File: src/rtl/rq_pkg.sv
// Shared types, constants and helpers for the int8 requantizer.
// Used by rq_cfg, rq_lane and the top level; no other dependencies.
package rq_pkg;

  localparam int ACC_W     = 32;
  localparam int OUT_W     = 8;
  localparam int CFG_W     = 30;
  localparam int CFG_IDX_W = 2;
  localparam int STAGES    = 7;
  localparam int DEF_LANES = 4;

  localparam logic [CFG_IDX_W-1:0] REG_SCALE      = 2'd0;
  localparam logic [CFG_IDX_W-1:0] REG_ZERO       = 2'd1;
  localparam logic [CFG_IDX_W-1:0] REG_CLAMP_LOW  = 2'd2;
  localparam logic [CFG_IDX_W-1:0] REG_CLAMP_HIGH = 2'd3;

  localparam logic [29:0] SCALE_RESET      = 30'h3F00_0000;
  localparam logic [7:0]  ZERO_RESET       = 8'h00;
  localparam logic [7:0]  CLAMP_LOW_RESET  = 8'h80;
  localparam logic [7:0]  CLAMP_HIGH_RESET = 8'h7F;

  // Settings as the lanes consume them: scale = ms * 2^(se-23), bounds already offset.
  typedef struct packed {
    logic [23:0]        ms;
    logic signed [8:0]  se;
    logic               scale_zero;
    logic signed [9:0]  fmin;
    logic signed [9:0]  fmax;
    logic signed [7:0]  zp;
  } rq_cfg_t;

  // Leading zero count; an all-zero word gives 31 and is flagged by the caller.
  function automatic logic [4:0] lzc32(input logic [31:0] v);
    logic [4:0] cnt;
    cnt = 5'd31;
    for (int i = 0; i < 32; i++) begin
      if (v[i]) cnt = 5'(31 - i);
    end
    return cnt;
  endfunction

endpackage

File: src/rtl/rq_cfg.sv
// Configuration registers of the requantizer and the derived lane settings.
// Depends on rq_pkg.
module rq_cfg (
  input  logic                         clk,
  input  logic                         rst,
  input  logic                         cfg_we,
  input  logic [rq_pkg::CFG_IDX_W-1:0] cfg_index,
  input  logic [rq_pkg::CFG_W-1:0]     cfg_data,
  output rq_pkg::rq_cfg_t              cfg_o
);
  import rq_pkg::*;

  logic [29:0] scale_bits;
  logic [7:0]  zero_offset;
  logic [7:0]  clamp_low;
  logic [7:0]  clamp_high;

  logic [6:0]        exp_f;
  logic [22:0]       frac_f;
  logic [4:0]        lzf;
  logic signed [9:0] zp_w;
  rq_cfg_t           cfg_next;

  always_ff @(posedge clk) begin
    if (rst) begin
      scale_bits  <= SCALE_RESET;
      zero_offset <= ZERO_RESET;
      clamp_low   <= CLAMP_LOW_RESET;
      clamp_high  <= CLAMP_HIGH_RESET;
    end else if (cfg_we) begin
      unique case (cfg_index)
        REG_SCALE:      scale_bits  <= cfg_data[29:0];
        REG_ZERO:       zero_offset <= cfg_data[7:0];
        REG_CLAMP_LOW:  clamp_low   <= cfg_data[7:0];
        REG_CLAMP_HIGH: clamp_high  <= cfg_data[7:0];
        default: ;
      endcase
    end
  end

  always_comb begin
    exp_f  = scale_bits[29:23];
    frac_f = scale_bits[22:0];
    lzf    = lzc32({frac_f, 9'b0});
    zp_w   = 10'(signed'(zero_offset));
    cfg_next.scale_zero = (exp_f == 7'd0) && (frac_f == 23'd0);
    if (exp_f != 7'd0) begin
      cfg_next.ms = {1'b1, frac_f};
      cfg_next.se = signed'({2'b0, exp_f}) - 9'sd127;
    end else begin
      // subnormal scale: bring the leading one up to bit 23
      cfg_next.ms = {frac_f, 1'b0} << lzf;
      cfg_next.se = -9'sd127 - signed'({4'b0, lzf});
    end
    cfg_next.fmin = 10'(signed'(clamp_low)) - zp_w;
    cfg_next.fmax = 10'(signed'(clamp_high)) - zp_w;
    cfg_next.zp   = signed'(zero_offset);
  end

  always_ff @(posedge clk) begin
    cfg_o <= cfg_next;
  end

endmodule

File: config.mk
export PLATFORM = sky130hd
export DESIGN_NAME = rq_cfg
export DESIGN_NICKNAME = d
export VERILOG_FILES = /design/src/rtl/rq_pkg.sv /design/src/rtl/rq_cfg.sv
export SDC_FILE = /design/constraint.sdc
export NUM_CORES = 1
export LEC_CHECK = 0
export ABC_AREA = 0
export ABC_CLOCK_PERIOD_IN_PS = 3600
export CORE_ASPECT_RATIO = 0.5
export CORE_UTILIZATION = 45
export CTS_BUF_LIST = sky130_fd_sc_hd__clkbuf_2
export DETAILED_ROUTE_END_ITERATION = 8
export DONT_BUFFER_PORTS = 1
export HOLD_SLACK_MARGIN = 0.15
export PLACE_DENSITY = 0.64
export SLEW_MARGIN = 20
export SYNTH_ARGS = -nofsm -noshare
export SYNTH_HDL_FRONTEND = slang
export SYNTH_SLANG_ARGS = --single-unit
export TNS_END_PERCENT = 10
File: constraint.sdc
create_clock -name clk -period 3.6 [get_ports clk]
set_clock_uncertainty 0.2 [all_clocks]
set_input_delay 1.08 -clock clk [delete_from_list [all_inputs] [get_ports clk]]
set_output_delay 1.08 -clock clk [all_outputs]
set_load 0.01 [all_outputs]
; ---- Word level (Yosys, flattened, before mapping)
; Cells that the tools add are included.
[word_totals]
wordCells = 52
out_inout_bits = 62
reg_bits = 114
input_bits = 35
[op_classes]
n_shift = 1
eq_ne = 3
n_mux = 24
n_reduce_logical = 9
n_addsub = 4
[ops]
columns = op, count
row1 = 5-bit 2-to-1 mux, 22
row2 = 32-bit 2-to-1 mux, 1
row3 = 24-bit by 5-bit left shift with 24-bit output, 1
row4 = 23-bit zero test, 1
row5 = 8-bit by 8-bit subtractor with 9-bit output, 2
row6 = "8-bit by 6-bit subtractor with 9-bit output, first input constant", 1
row7 = 2-bit AND reduction, 4
row8 = "7-bit by 7-bit subtractor with 8-bit output, second input constant", 1
row9 = 7-bit zero test, 1
row10 = 7-bit nonzero test, 1
row11 = "2-bit equality test, second input constant", 2
row12 = 4-bit 2-to-1 mux, 1
row13 = "2-bit by 1-bit equality test with 1-bit output, second input constant", 1
row14 = 2-bit zero test, 1
row15 = 1-bit logical AND, 1

; ---- Logic depth before layout (Yosys ltp)
[logic_depth]
depth_word = 25
depth_mapped = 11
mapped_depth_nobuf = 10

; ---- Worst setup path before layout
; OpenSTA, ideal clock, no wires.
[synth_timing]
kind = reg-to-reg
startpoint = reg scale_bits[13]
endpoint = reg cfg_o[54] in the netlist's numbering
t_required_ns = 3.269
period_less_slack_ns = 2.429
n_path_buf = 1
stages_incl_launch_ff = 9
setup_time_ns = 0.131
setup_slack_ns = 1.171
t_arrival_ns = 2.097
path_cell_list = dfxtp_1 buf_2 nor3_1 o211ai_2 a21oi_4 mux2i_1 mux2i_2 a2111oi_2 nor3_1
[synth_rtl]
columns = item, line
row1 = "start, declared", rq_cfg.sv:13  ; logic [29:0] scale_bits;
row2 = "start signal, assigned", rq_cfg.sv:32  ; REG_SCALE: scale_bits <= cfg_data[29:0];
row3 = "end signal, assigned", rq_cfg.sv:61  ; cfg_o <= cfg_next;
row4 = "end, declared", rq_cfg.sv:9  ; output rq_pkg::rq_cfg_t cfg_o

==> impl_metrics.py <==
metrics = {
    "min_path": {
        "hold_path.class": "flip-flop to flip-flop",
    },
    "sta": {
        "rsz0062_at_grt": "false",
        "period_minus_slack_ps": 3130,
        "setup_viol_count_final": 0,
        "fmax_mhz": 319,
        "report.final.slew_viol_count": 0,
        "tightest_slew_ps": 652,
        "setup_tns_ps": 0,
        "hold_viol": 0,
        "slew-limit-headroom_pct": 56.4,
        "fin_crit_sh_pct": 87.0,
    },
    "floorplan": {
        "io_pins": 97,
        "dieArea_mm2": 0.0130,
        "initial_utilization_pct": 47.0,
        "die_x_um": 160,
        "core_area_mm2": 0.0120,
        "die_h_um": 81.2,
        "row_count": 28,
    },
    "synthesis": {
        "synth_top_area_share_pct": 40.4,
        "syn_area_per_cell_um2": 8.17,
        "synth_ff_type": "dfxtp_1",
        "syn_nets": 748,
        "synthDistinctLibCells": 66,
        "yosysTopAreaCell": "dfxtp_1",
        "ys_ff_latch": 114,
        "async_reset_ff_share_pct": 0,
        "ys_warn_count": 0,
        "synth_edf_count": 0,
        "netlist_instances": 692,
        "synthTopCellsByArea": "dfxtp_1 40%, nand2_1 8.2%, a21oi_1 4.6%",
        "syn_area_mm2": 0.00565,
        "ys_seq_area_share_pct": 40.4,
    },
    "grt": {
        "grt_max_degree": 55,
        "met2_usage_pct": 39.6,
        "met1_usage_pct": 36.7,
        "grt_pass1_vias": 4636,
        "grt_pass1_wl_mm": 25.8,
        "grt_busiest_layer": "met2",
        "track_usage_pct": 25.9,
        "antenna_found_initial": 1,
        "grt_use_met3_pct": 5.52,
        "grt_overflow": 0,
    },
    "power_and_ir_drop": {
        "switching_share_pct": 34.9,
        "power.internal_uw": 1870,
        "p_seq_share_pct": 49.5,
        "power_leakage_uw": 0.00239,
        "p_per_area_mw_per_mm2": 477,
        "pwr-share-clk_pct": 30.9,
        "peakVddDrop_mv": 0.230,
        "power_switching_uw": 1000,
        "combPwrFrac_pct": 19.7,
    },
    "clock_tree": {
        "hold_buffers": 0,
        "clockRootBuffer": "clkbuf_2",
        "path_clk_slew_ps": 210,
        "postCtsSetupBuffers": 0,
        "cts_tree": "done",
        "clk_latency_ps": 660,
        "post_cts_resized": 0,
        "clockBufferDepth": 2,
        "cts_sinks": 114,
        "numCtsBuffers": 17,
        "htree_num_levels": 4,
    },
    "cells_and_area": {
        "drive_gt1_share_pct": 9.65,
        "syn_to_final_growth_pct": 6.53,
        "final_util_pct": 50.1,
        "nNetsFinal": 737,
        "final_common_cell": "nand2_1",
        "fillers": 1155,
        "final_cell_mix": "123 x nand2_1, 114 x dfxtp_1, 57 x nor2_1",
    },
    "worst_setup_path": {
        "crit_chain": "nand2b_1 > a221oi_2 > o211ai_2 > a21oi_4 > mux2i_1 > mux2i_2 > a2111oi_2 > nor3_1",
        "slowest_delay_ps": 580,
        "startpoint_type": "flip-flop",
        "critPathMaxFanout": 13,
        "crit_path_end_kind": "flip-flop",
        "crit_required_ps": 3940,
        "critPathSlowestCell": "dfxtp_1",
        "r2r_slack_ps": 470,
        "critPathArrivalTime_ps": 3480,
        "crit_buf_inv": 0,
        "cp_top_family": "compound AO/OA/AOI/OAI gates",
        "crit_type": "flip-flop to flip-flop",
    },
    "route": {
        "drc": 0,
        "drt-vias-per-instance": 5.87,
        "drtIter0Drc": 567,
        "drt_pass1_iterations": 8,
        "ant_nets": 0,
        "num_vias": 5048,
        "routed_wl_mm": 16.4,
        "wire_per_inst_um": 19.1,
    },
    "placed_design": {
        "port_buffers": 0,
        "routabilityCongestion": 0.938,
        "detailed_place_hpwl_mm": 12.0,
    },
    "run_status": {
        "status": "completed",
    },
    "flow_run": {
        "cap_violations": 0,
    },
}
==> final timing paths <==
path	start	endpoint	cells after the start
worst max register to register	scale_bits[0]	cfg_o[54]	8
worst min register to register	zero_offset[4]	cfg_o[4]	0
worst max-delay path	scale_bits[0]	cfg_o[54]	8
worst min-delay path	zero_offset[4]	cfg_o[4]	0
==> cells by family after synthesis <==
group | Yosys count | synth area share [%]
xor+xnor | 16 | 2.48
compound gates | 182 | 20.9
simple gates | 254 | 20.5
fa+ha+maj | 21 | 4.91
flops | 114 | 40.4
mux | 27 | 5.00
buf+inv | 78 | 5.84
==> registers in the layout, summed over array words and instances, names as in the netlist <==
name and flops:
clamp_low 8, scale_bits 30, clamp_high 8, zero_offset 8
cfg_o 60
==> cells in the mapped netlist, drive strengths merged (2+ instances only) <==
| cell type | number |
|---|---|
| or4 | 3 |
| o2bb2ai | 2 |
| o211ai | 6 |
| nand4 | 2 |
| o221ai | 2 |
| dfxtp | 114 |
| xor2 | 5 |
| and2 | 3 |
| a211oi | 18 |
| a31oi | 7 |
| or3 | 2 |
| o21bai | 2 |
| nor4 | 7 |
| o31ai | 3 |
| buf | 16 |
| o22ai | 9 |
| nor3 | 9 |
| a22o | 3 |
| a2111oi | 2 |
| a22oi | 5 |
| inv | 31 |
| fa | 2 |
| nand2b | 7 |
| o41ai | 2 |
| mux2i | 26 |
| nor2b | 8 |
| and3 | 4 |
| a211o | 4 |
| o21ai | 45 |
| a21oi | 53 |
| xnor2 | 11 |
| ha | 19 |
| a21boi | 2 |
| a21o | 6 |
| nand2 | 123 |
| o211a | 2 |
| nand3b | 14 |
| clkbuf | 31 |
| a221oi | 2 |
| nor2 | 58 |
| nand3 | 10 |
==> area by class of cell <==
class	count	area, µm²	area share, %
Clock buffer	17	85.1	1.41
Antenna cell	1	2.50	0.0416
Sequential cell	114	2280	37.9
Inverter	31	116	1.93
Clock inverter	15	156	2.60
Timing Repair Buffer	17	128	2.12
Tap cell	165	206	3.43
Multi-Input combinational cell	500	3040	50.6
==> per-layer routing <==
metal	wire length [µm]	vias to the layer above
met5	0	-
met4	265	0
met3	1420	30
met2	6900	252
met1	7860	2383
li1	-	2383
==> through the flow <==
step	std cells	power, µW	hold slack [ps]	cell area [µm²]	worst slack [ps]
2_1_floorplan	692	1850	151	5650	1170
3_3_place_gp	827	2010	160	5780	548
3_5_place_dp	827	2000	162	5780	546
4_1_cts	859	2880	186	6020	508
5_1_grt	860	3010	185	6020	258
6_report	860	2870	183	6020	466
==> power by group through the flow <==
stage | Combinational (µW) | Sequential, µW | Clock [µW]
after global routing | 616 | 1430 | 965
after global placement | 562 | 1450 | 0
after detailed placement | 551 | 1450 | 0
after floorplan | 436 | 1420 | 0
final | 565 | 1420 | 886
after CTS | 554 | 1420 | 901
Power figures use the tool's default switching activity.
