[config.mk]
export PLATFORM = sky130hd
export DESIGN_NAME = rq_lane
export DESIGN_NICKNAME = d
export VERILOG_FILES = /design/src/rtl/rq_pkg.sv /design/src/rtl/rq_lane.sv
export SDC_FILE = /design/constraint.sdc
export NUM_CORES = 2
export LEC_CHECK = 0
export BUFFER_PORTS_ARGS = -buffer_cell sky130_fd_sc_hd__buf_2
export CAP_MARGIN = 20
export CORE_UTILIZATION = 42
export DETAILED_ROUTE_END_ITERATION = 6
export PLACE_DENSITY = 0.56
export SYNTH_ARGS = -nofsm -noshare
export SYNTH_HDL_FRONTEND = slang
export SYNTH_SLANG_ARGS = --single-unit
[constraint.sdc]
create_clock -name clk -period 9.2 [get_ports clk]
set_input_delay 1.38 -clock clk [delete_from_list [all_inputs] [get_ports clk]]
set_output_delay 1.38 -clock clk [all_outputs]
set_load 0.01 [all_outputs]
[src/rtl/rq_pkg.sv]
// Shared types, constants and helpers for the int8 requantizer.
// Used by rq_cfg, rq_lane and the top level; no other dependencies.
package rq_pkg;

  localparam int ACC_W     = 32;
  localparam int OUT_W     = 8;
  localparam int CFG_W     = 30;
  localparam int CFG_IDX_W = 2;
  localparam int STAGES    = 7;
  localparam int DEF_LANES = 4;

  localparam logic [CFG_IDX_W-1:0] REG_SCALE      = 2'd0;
  localparam logic [CFG_IDX_W-1:0] REG_ZERO       = 2'd1;
  localparam logic [CFG_IDX_W-1:0] REG_CLAMP_LOW  = 2'd2;
  localparam logic [CFG_IDX_W-1:0] REG_CLAMP_HIGH = 2'd3;

  localparam logic [29:0] SCALE_RESET      = 30'h3F00_0000;
  localparam logic [7:0]  ZERO_RESET       = 8'h00;
  localparam logic [7:0]  CLAMP_LOW_RESET  = 8'h80;
  localparam logic [7:0]  CLAMP_HIGH_RESET = 8'h7F;

  // Settings as the lanes consume them: scale = ms * 2^(se-23), bounds already offset.
  typedef struct packed {
    logic [23:0]        ms;
    logic signed [8:0]  se;
    logic               scale_zero;
    logic signed [9:0]  fmin;
    logic signed [9:0]  fmax;
    logic signed [7:0]  zp;
  } rq_cfg_t;

  // Leading zero count; an all-zero word gives 31 and is flagged by the caller.
  function automatic logic [4:0] lzc32(input logic [31:0] v);
    logic [4:0] cnt;
    cnt = 5'd31;
    for (int i = 0; i < 32; i++) begin
      if (v[i]) cnt = 5'(31 - i);
    end
    return cnt;
  endfunction

endpackage

[src/rtl/rq_lane.sv]
// One requantizer lane: int32 -> fp32, scale multiply, clamp, round, offset.
// Seven register stages, each loaded by its own enable. Depends on rq_pkg.
module rq_lane (
  input  logic                             clk,
  input  logic [rq_pkg::STAGES-1:0]        en,
  input  logic [rq_pkg::ACC_W-1:0]         acc,
  input  rq_pkg::rq_cfg_t                  cfg,
  output logic [rq_pkg::OUT_W-1:0]         q_out
);
  import rq_pkg::*;

  // stage 1: input register
  logic [31:0] acc1;
  // stage 2: sign, magnitude, leading zeros
  logic        sgn2, zero2;
  logic [31:0] mag2;
  logic [4:0]  lz2;
  // stage 3: rounded 24-bit significand and exponent
  logic        sgn3, zero3;
  logic [23:0] m3;
  logic [5:0]  l3;
  // stage 4: raw product
  logic               sgn4, zero4;
  logic [47:0]        p4;
  logic signed [9:0]  t4;
  // stage 5: rounded product with shift
  logic        sgn5, small5, sat5;
  logic [24:0] r5;
  logic [3:0]  sh5;
  // stage 6: signed fixed point, 24 fraction bits
  logic signed [34:0] v6;
  // stage 7: result byte
  logic [7:0] q7;

  logic [31:0] mag_c;
  logic [31:0] norm_c;
  logic        up_c;
  logic [24:0] rnd_c;
  logic signed [9:0] e_c;
  logic [23:0] keep_c;
  logic        g_c, st_c, up5_c;
  logic [33:0] qm_c;
  logic signed [34:0] lo_c, hi_c;
  logic        below_c, above_c, over_c, rup_c;
  logic signed [10:0] fl_c, r_c, c_c, fmin_c, fmax_c, sum_c;

  always_ff @(posedge clk) begin
    if (en[0]) acc1 <= acc;
  end

  always_comb begin
    mag_c = acc1[31] ? (32'd0 - acc1) : acc1;
  end

  always_ff @(posedge clk) begin
    if (en[1]) begin
      sgn2  <= acc1[31];
      zero2 <= (mag_c == 32'd0);
      mag2  <= mag_c;
      lz2   <= lzc32(mag_c);
    end
  end

  always_comb begin
    norm_c = mag2 << lz2;
    up_c   = norm_c[7] & ((|norm_c[6:0]) | norm_c[8]);
    rnd_c  = {1'b0, norm_c[31:8]} + {24'd0, up_c};
  end

  always_ff @(posedge clk) begin
    if (en[2]) begin
      sgn3  <= sgn2;
      zero3 <= zero2;
      m3    <= rnd_c[24] ? 24'h80_0000 : rnd_c[23:0];
      l3    <= 6'd31 - {1'b0, lz2} + {5'd0, rnd_c[24]};
    end
  end

  always_ff @(posedge clk) begin
    if (en[3]) begin
      sgn4  <= sgn3;
      zero4 <= zero3 | cfg.scale_zero;
      p4    <= m3 * cfg.ms;
      t4    <= signed'({4'b0, l3}) + 10'(cfg.se);
    end
  end

  always_comb begin
    e_c    = t4 + signed'({9'b0, p4[47]});
    keep_c = p4[47] ? p4[47:24] : p4[46:23];
    g_c    = p4[47] ? p4[23] : p4[22];
    st_c   = p4[47] ? (|p4[22:0]) : (|p4[21:0]);
    up5_c  = g_c & (st_c | keep_c[0]);
  end

  // below one half the value acts as zero; from 512 up it clamps like 512
  always_ff @(posedge clk) begin
    if (en[4]) begin
      sgn5   <= sgn4;
      small5 <= zero4 | (e_c < -10'sd1);
      sat5   <= e_c > 10'sd8;
      r5     <= {1'b0, keep_c} + {24'd0, up5_c};
      sh5    <= 4'(e_c + 10'sd1);
    end
  end

  always_comb begin
    priority if (small5) qm_c = 34'd0;
    else if (sat5)       qm_c = 34'h2_0000_0000;
    else                 qm_c = {9'd0, r5} << sh5;
  end

  always_ff @(posedge clk) begin
    if (en[5]) v6 <= sgn5 ? -signed'({1'b0, qm_c}) : signed'({1'b0, qm_c});
  end

  always_comb begin
    fmin_c  = 11'(cfg.fmin);
    fmax_c  = 11'(cfg.fmax);
    lo_c    = signed'({fmin_c, 24'd0});
    hi_c    = signed'({fmax_c, 24'd0});
    below_c = v6 < lo_c;
    above_c = v6 > hi_c;
    fl_c    = v6[34:24];
    rup_c   = (v6[23:0] > 24'h80_0000) || ((v6[23:0] == 24'h80_0000) && fl_c[0]);
    r_c     = fl_c + signed'({10'd0, rup_c});
    // upper bound goes last, so reversed bounds give the high bound
    over_c  = below_c ? (fmin_c > fmax_c) : above_c;
    c_c     = over_c ? fmax_c : (below_c ? fmin_c : r_c);
    sum_c   = c_c + 11'(cfg.zp);
  end

  always_ff @(posedge clk) begin
    if (en[6]) q7 <= sum_c[7:0];
  end

  assign q_out = q7;

endmodule

* Word level (Yosys, flattened, before mapping)
Cells that the tools add are included.
** Storage, ports and cells
- Flip-flop bits (word level) :: 238
- Input port bits :: 102
- Output and inout port bits :: 8
** Cells by class
- Add/sub/neg operators :: 11
- Multiply operators :: 1
- Magnitude comparators :: 6
- Equal/unequal tests :: 1
- Shifts and indexed selects :: 2
- Muxes and demuxes :: 40
- Bitwise operators :: 6
- Reductions and logical operators :: 10
** Operators with widths (count)
- two-way mux 34 bit :: 3
- two-way mux 5 bit :: 14
- adder 24 x 1 -> 25 bit :: 2
- multiplier 24 x 24 -> 48 bit :: 1
- greater-than comparator 35 x 34 -> 1 bit :: 1
- less-than comparator 35 x 34 -> 1 bit :: 1
- negation 34 -> 35 bit :: 1
- << shifter 25 x 4 -> 34 bit :: 1
- logical NOT 32 bit :: 1
- two-way mux 32 bit :: 1
- two-way mux 4 bit :: 8
- << shifter 32 x 5 -> 32 bit :: 1
- subtractor 1 x 32 -> 32 bit, first input constant :: 1
- equality test 24 bit, second input constant :: 1
- greater-than comparator 24 bit, second input constant :: 1
- two-way mux 24 bit :: 1
- OR reduction 23 bit :: 1
- OR reduction 22 bit :: 1
- two-way mux 8 bit :: 2
- OR reduction 16 bit :: 1
- two-way mux 3 bit :: 4
- adder 10 x 2 -> 10 bit :: 1
- adder 7 x 9 -> 10 bit :: 1
- greater-than comparator 10 bit :: 1
- other kinds (17) :: 26

* Logic depth before layout (Yosys ltp)
- Word-level depth :: 32
- Mapped depth :: 27

* Least setup slack after synthesis
Ideal clock, no wire load.
- Path kind :: input to register
- Start :: input cfg[47] (netlist bit)
- End :: register p4[45], data pin
- Library setup time :: 258 ps
- Arrival time :: 7945 ps
- Required time :: 8942 ps
- Path slack :: 997 ps
- Stages on the path :: 23
- Path buffers :: 1
- Cells stage by stage :: clkbuf_1 > nand2_1 > fa_1 > inv_1 > fa_1 > fa_1 > fa_1 > fa_1 > fa_1 > inv_1 > fa_1 > inv_1 > ha_1 > a21o_1 > a21o_1 > a21o_1 > a2111o_1 > nor3_1 > o21ai_0 > or4_1 > a31o_2 > a21oi_1 > xnor2_1
** On the way
- Cells in the longest elaborated chain, start to end :: 1
** RTL lines
- start, declared :: line rq_lane.sv:7 : input rq_pkg::rq_cfg_t cfg,
- multiplier 24 x 24 -> 48 bit :: line rq_lane.sv:83 : p4 <= m3 * cfg.ms;
- end signal, assigned :: line rq_lane.sv:83
- end, declared :: line rq_lane.sv:24 : logic [47:0] p4;
Every way passes these cells.
A chain may end at the register's enable or synchronous reset.

* Worst setup path after layout
- Start :: input cfg[55] (netlist bit)
- End :: register p4[45], data pin
Same word-level chain as after synthesis.

==> metrics.log <==
INFO  metric total_negative_slack = 0 ns
INFO  metric post-route-drc-count = 0
INFO  metric area.sequential = 7147 um2
INFO  metric ys_async_sr_fraction = 0
INFO  metric synthCells = between 3000 and 4000
INFO  metric routed_vias = 24074
INFO  metric route.detailed.vias_per_inst = ~5.2
INFO  metric placementRows = 104
INFO  metric chipHeight = 287.3 um
INFO  metric detail_route.iter0.violations = around 1600
INFO  metric worst_slew_pin_tran = 1.110 ns
INFO  metric antenna-diode-count = 0
INFO  metric hold_path_class = register to register
INFO  metric cts_sinks = 238
INFO  metric cts.repair.resized = 0
INFO  metric drv.max_cap_violation_count = 0
INFO  metric synth.net_count = 4322
INFO  metric clk_root_buffer_cell = clkbuf_16
INFO  metric io_pins = 110
INFO  metric avgSynthCellArea = 9.749 um2
INFO  metric ctsHtreeMaxLevel = 1
INFO  metric post_cts_hold_buffer_count = 0
INFO  metric cts_post_setup_buffers_inserted = 0
INFO  metric placement.io_buffers = 109
INFO  metric via_count_of_the_first_global_routing_pass = 24884
INFO  metric netlist.top_cell.by_area = fa_1
INFO  metric clock_skew = roughly 0.044 ns
INFO  metric wire_per_inst = 18.40 um
INFO  metric simple_gate_area_share_of_the_yosys_netlist = 0.1593
INFO  metric gp_congestion = 0.8685
INFO  metric design.final.nets = ~4400
INFO  metric critical_path.startpoint_type = input port
INFO  metric post-route-worst-setup-slack = 0.8603 ns
INFO  metric antenna_found_initial = 2
INFO  metric ys_top_cells_by_area = fa_1 28%, edfxtp_1 21%, ha_1 8.4%
INFO  metric synth_xor_area_frac = 0.04535
INFO  metric area_of_the_die = between 80000 and 90000 um2
INFO  metric synth.mux.area_fraction = 0.05981
INFO  metric critical_path_class = input port to register
INFO  metric fin_hold_ws = 0.4266 ns
INFO  metric post_route_cells_drive_above_1_share = 0.08637
INFO  metric report.final.setup_viol = 0
INFO  metric preCtsSetupSlack = between 0.2 and 0.3 ns
INFO  metric final_core_utilization = 0.4561
INFO  metric multiInputGateArea = 24090 um2
INFO  metric grt_pass1_wl = ~140 mm
INFO  metric number_of_hold_violations_in_the_final_report = 0
INFO  metric synth_top_area_frac = 0.2835
INFO  metric dieWidth = 287.3 um
INFO  metric final_antenna_net_count = 0
INFO  metric critical_path_peak_fanout = 24
INFO  metric drt_pre_antenna_iters = 6
INFO  metric globalRouteTotalUtil = 0.2111
INFO  metric fmax = between 100 and 150 MHz
INFO  metric max-clock-path-buffers = 3
INFO  metric seq_area_frac_synth = 0.2091
INFO  metric slew_headroom = 0.2600
INFO  metric totalWireLength = about 85 mm
INFO  metric cp.arrival = approximately 8.7 ns
INFO  metric post-synth-top-count-cell = inv_1
INFO  metric synth-seq-cells = 238
INFO  metric synth_enable_flop_cells = 238
INFO  metric timing_max_transition_violations_final = 0
INFO  metric fin_crit_sh = 0.9065
INFO  metric clock_transition_at_path_regs = 0.07 ns
INFO  metric compound_cell_area_share_of_the_yosys_netlist = 0.07259
INFO  metric postSynth.topFlopCell = edfxtp_1
INFO  metric synth_adder_area_share = 0.3677
INFO  metric dominant_combinational_cell_family_by_area_after_synthesis = adder cells
INFO  metric initial_utilization = 0.4244
INFO  metric synthesis.area = 34180 um2
INFO  metric synth-warning-count = 0
INFO  metric area_delta_synth_final = 7.482%
INFO  metric timing.final.crit_period = 8.340 ns
INFO  metric grt_setup_unrepaired = false
INFO  metric largest_net_degree_at_the_start_of_global_routing = around 60
INFO  metric nFillCells = 7730
INFO  metric cts_tree = built
INFO  metric run_status = finished clean
INFO  metric grt_overflow_total = 0
INFO  metric clock_insertion_delay_worst_skew = just under 0.6 ns
INFO  metric synth.cells.most_frequent = 612 x inv_1, 484 x fa_1, 400 x nand2_1
INFO  metric dp_hpwl = about 69 mm
INFO  metric end_kind = register
INFO  metric worst-endpoint-required = 9.52 ns
INFO  metric synth.lib_cells_used.distinct = 77
INFO  metric cts-buffers-inserted = 26
INFO  metric fp.coreArea = 80550 um2
## flip-flops by register name (all words and copies together) (netlist names), 8 cells and up
signal / count
r5: 25
q_out: 8
mag2: 32
m3: 24
acc1: 32
v6: 35
t4: 10
p4: 48
## cell type report
cell class,count,area share
Multi-Input combinational cell,2494,0.6556
Sequential cell,238,0.1945
Inverter,613,0.06263
Tap cell,1060,0.03610
Timing Repair Buffer,174,0.02902
Clock buffer,27,0.01781
Clock inverter,20,0.004257
## kinds of logic (layout without fill, tap and decap cells)
kind of cell,count (synthesis),in the layout
and+or+nand+nor,1089,1089
buffers and inverters,774,834
adders and majority gates,714,714
AOI/OAI and AO/OA,380,380
DFF,238,238
xor gates and xnor gates,177,177
muxes,134,134
## critical path: stages
cell	delay, ns
buf_2	0.42
nand2_1	0.13
fa_1	0.52
inv_1	0.05
fa_1	0.48
fa_1	0.56
fa_1	0.44
fa_1	0.53
fa_1	0.61
inv_1	0.08
fa_1	0.54
inv_1	0.04
ha_1	0.36
a21o_1	0.20
a21o_1	0.16
a21o_1	0.19
a2111o_1	0.41
nor3_1	0.29
o21ai_0	0.17
buf_4	0.16
or4_1	0.43
a31o_2	0.25
a21oi_1	0.17
xnor2_1	0.08
## metrics by stage
step / std cells / cell area (um2)
3_5_place_dp: 4578 / 35900
3_3_place_gp: 4578 / 35900
2_1_floorplan: 3506 / 34180
6_report: 4626 / 36740
5_1_grt: 4626 / 36740
4_1_cts: 4625 / 36710
## metal layers
layer,up-vias,global-route usage,part of all wire
li1,11388,-,-
met1,12037,0.2745,0.42
met2,520,0.3686,0.50
met3,127,0.02683,0.047
met4,2,0.05785,0.030
met5,-,0,0.00012
## final timing paths
kind,from,slack (ns),depth (start not counted),to
max,cfg[55],0.86,24,p4[45]
max reg2reg,m3[8],0.92,27,p4[45]
min,zero2,0.43,0,zero3
min reg2reg,zero2,0.43,0,zero3
## placed cells by master, fill, tap and decap left out, drive strengths merged, types with 13 or more instances in the layout
cell type,count
nor2,133
ha,230
nand2,400
nor2b,25
o31ai,25
clkbuf,27
nand2b,23
mux2,27
nand3,37
a21o,29
fa,484
nor3,37
o21bai,13
or3,20
xnor2,132
o21ai,94
o21a,13
inv,615
mux2i,55
nor4,22
a21oi,87
and2,328
mux4,52
a211oi,16
o22ai,23
xor2,45
buf,174
edfxtp,238
Power is not shown: default switching activity piles up to over one toggle a cycle in this logic, so the estimate is an artifact.
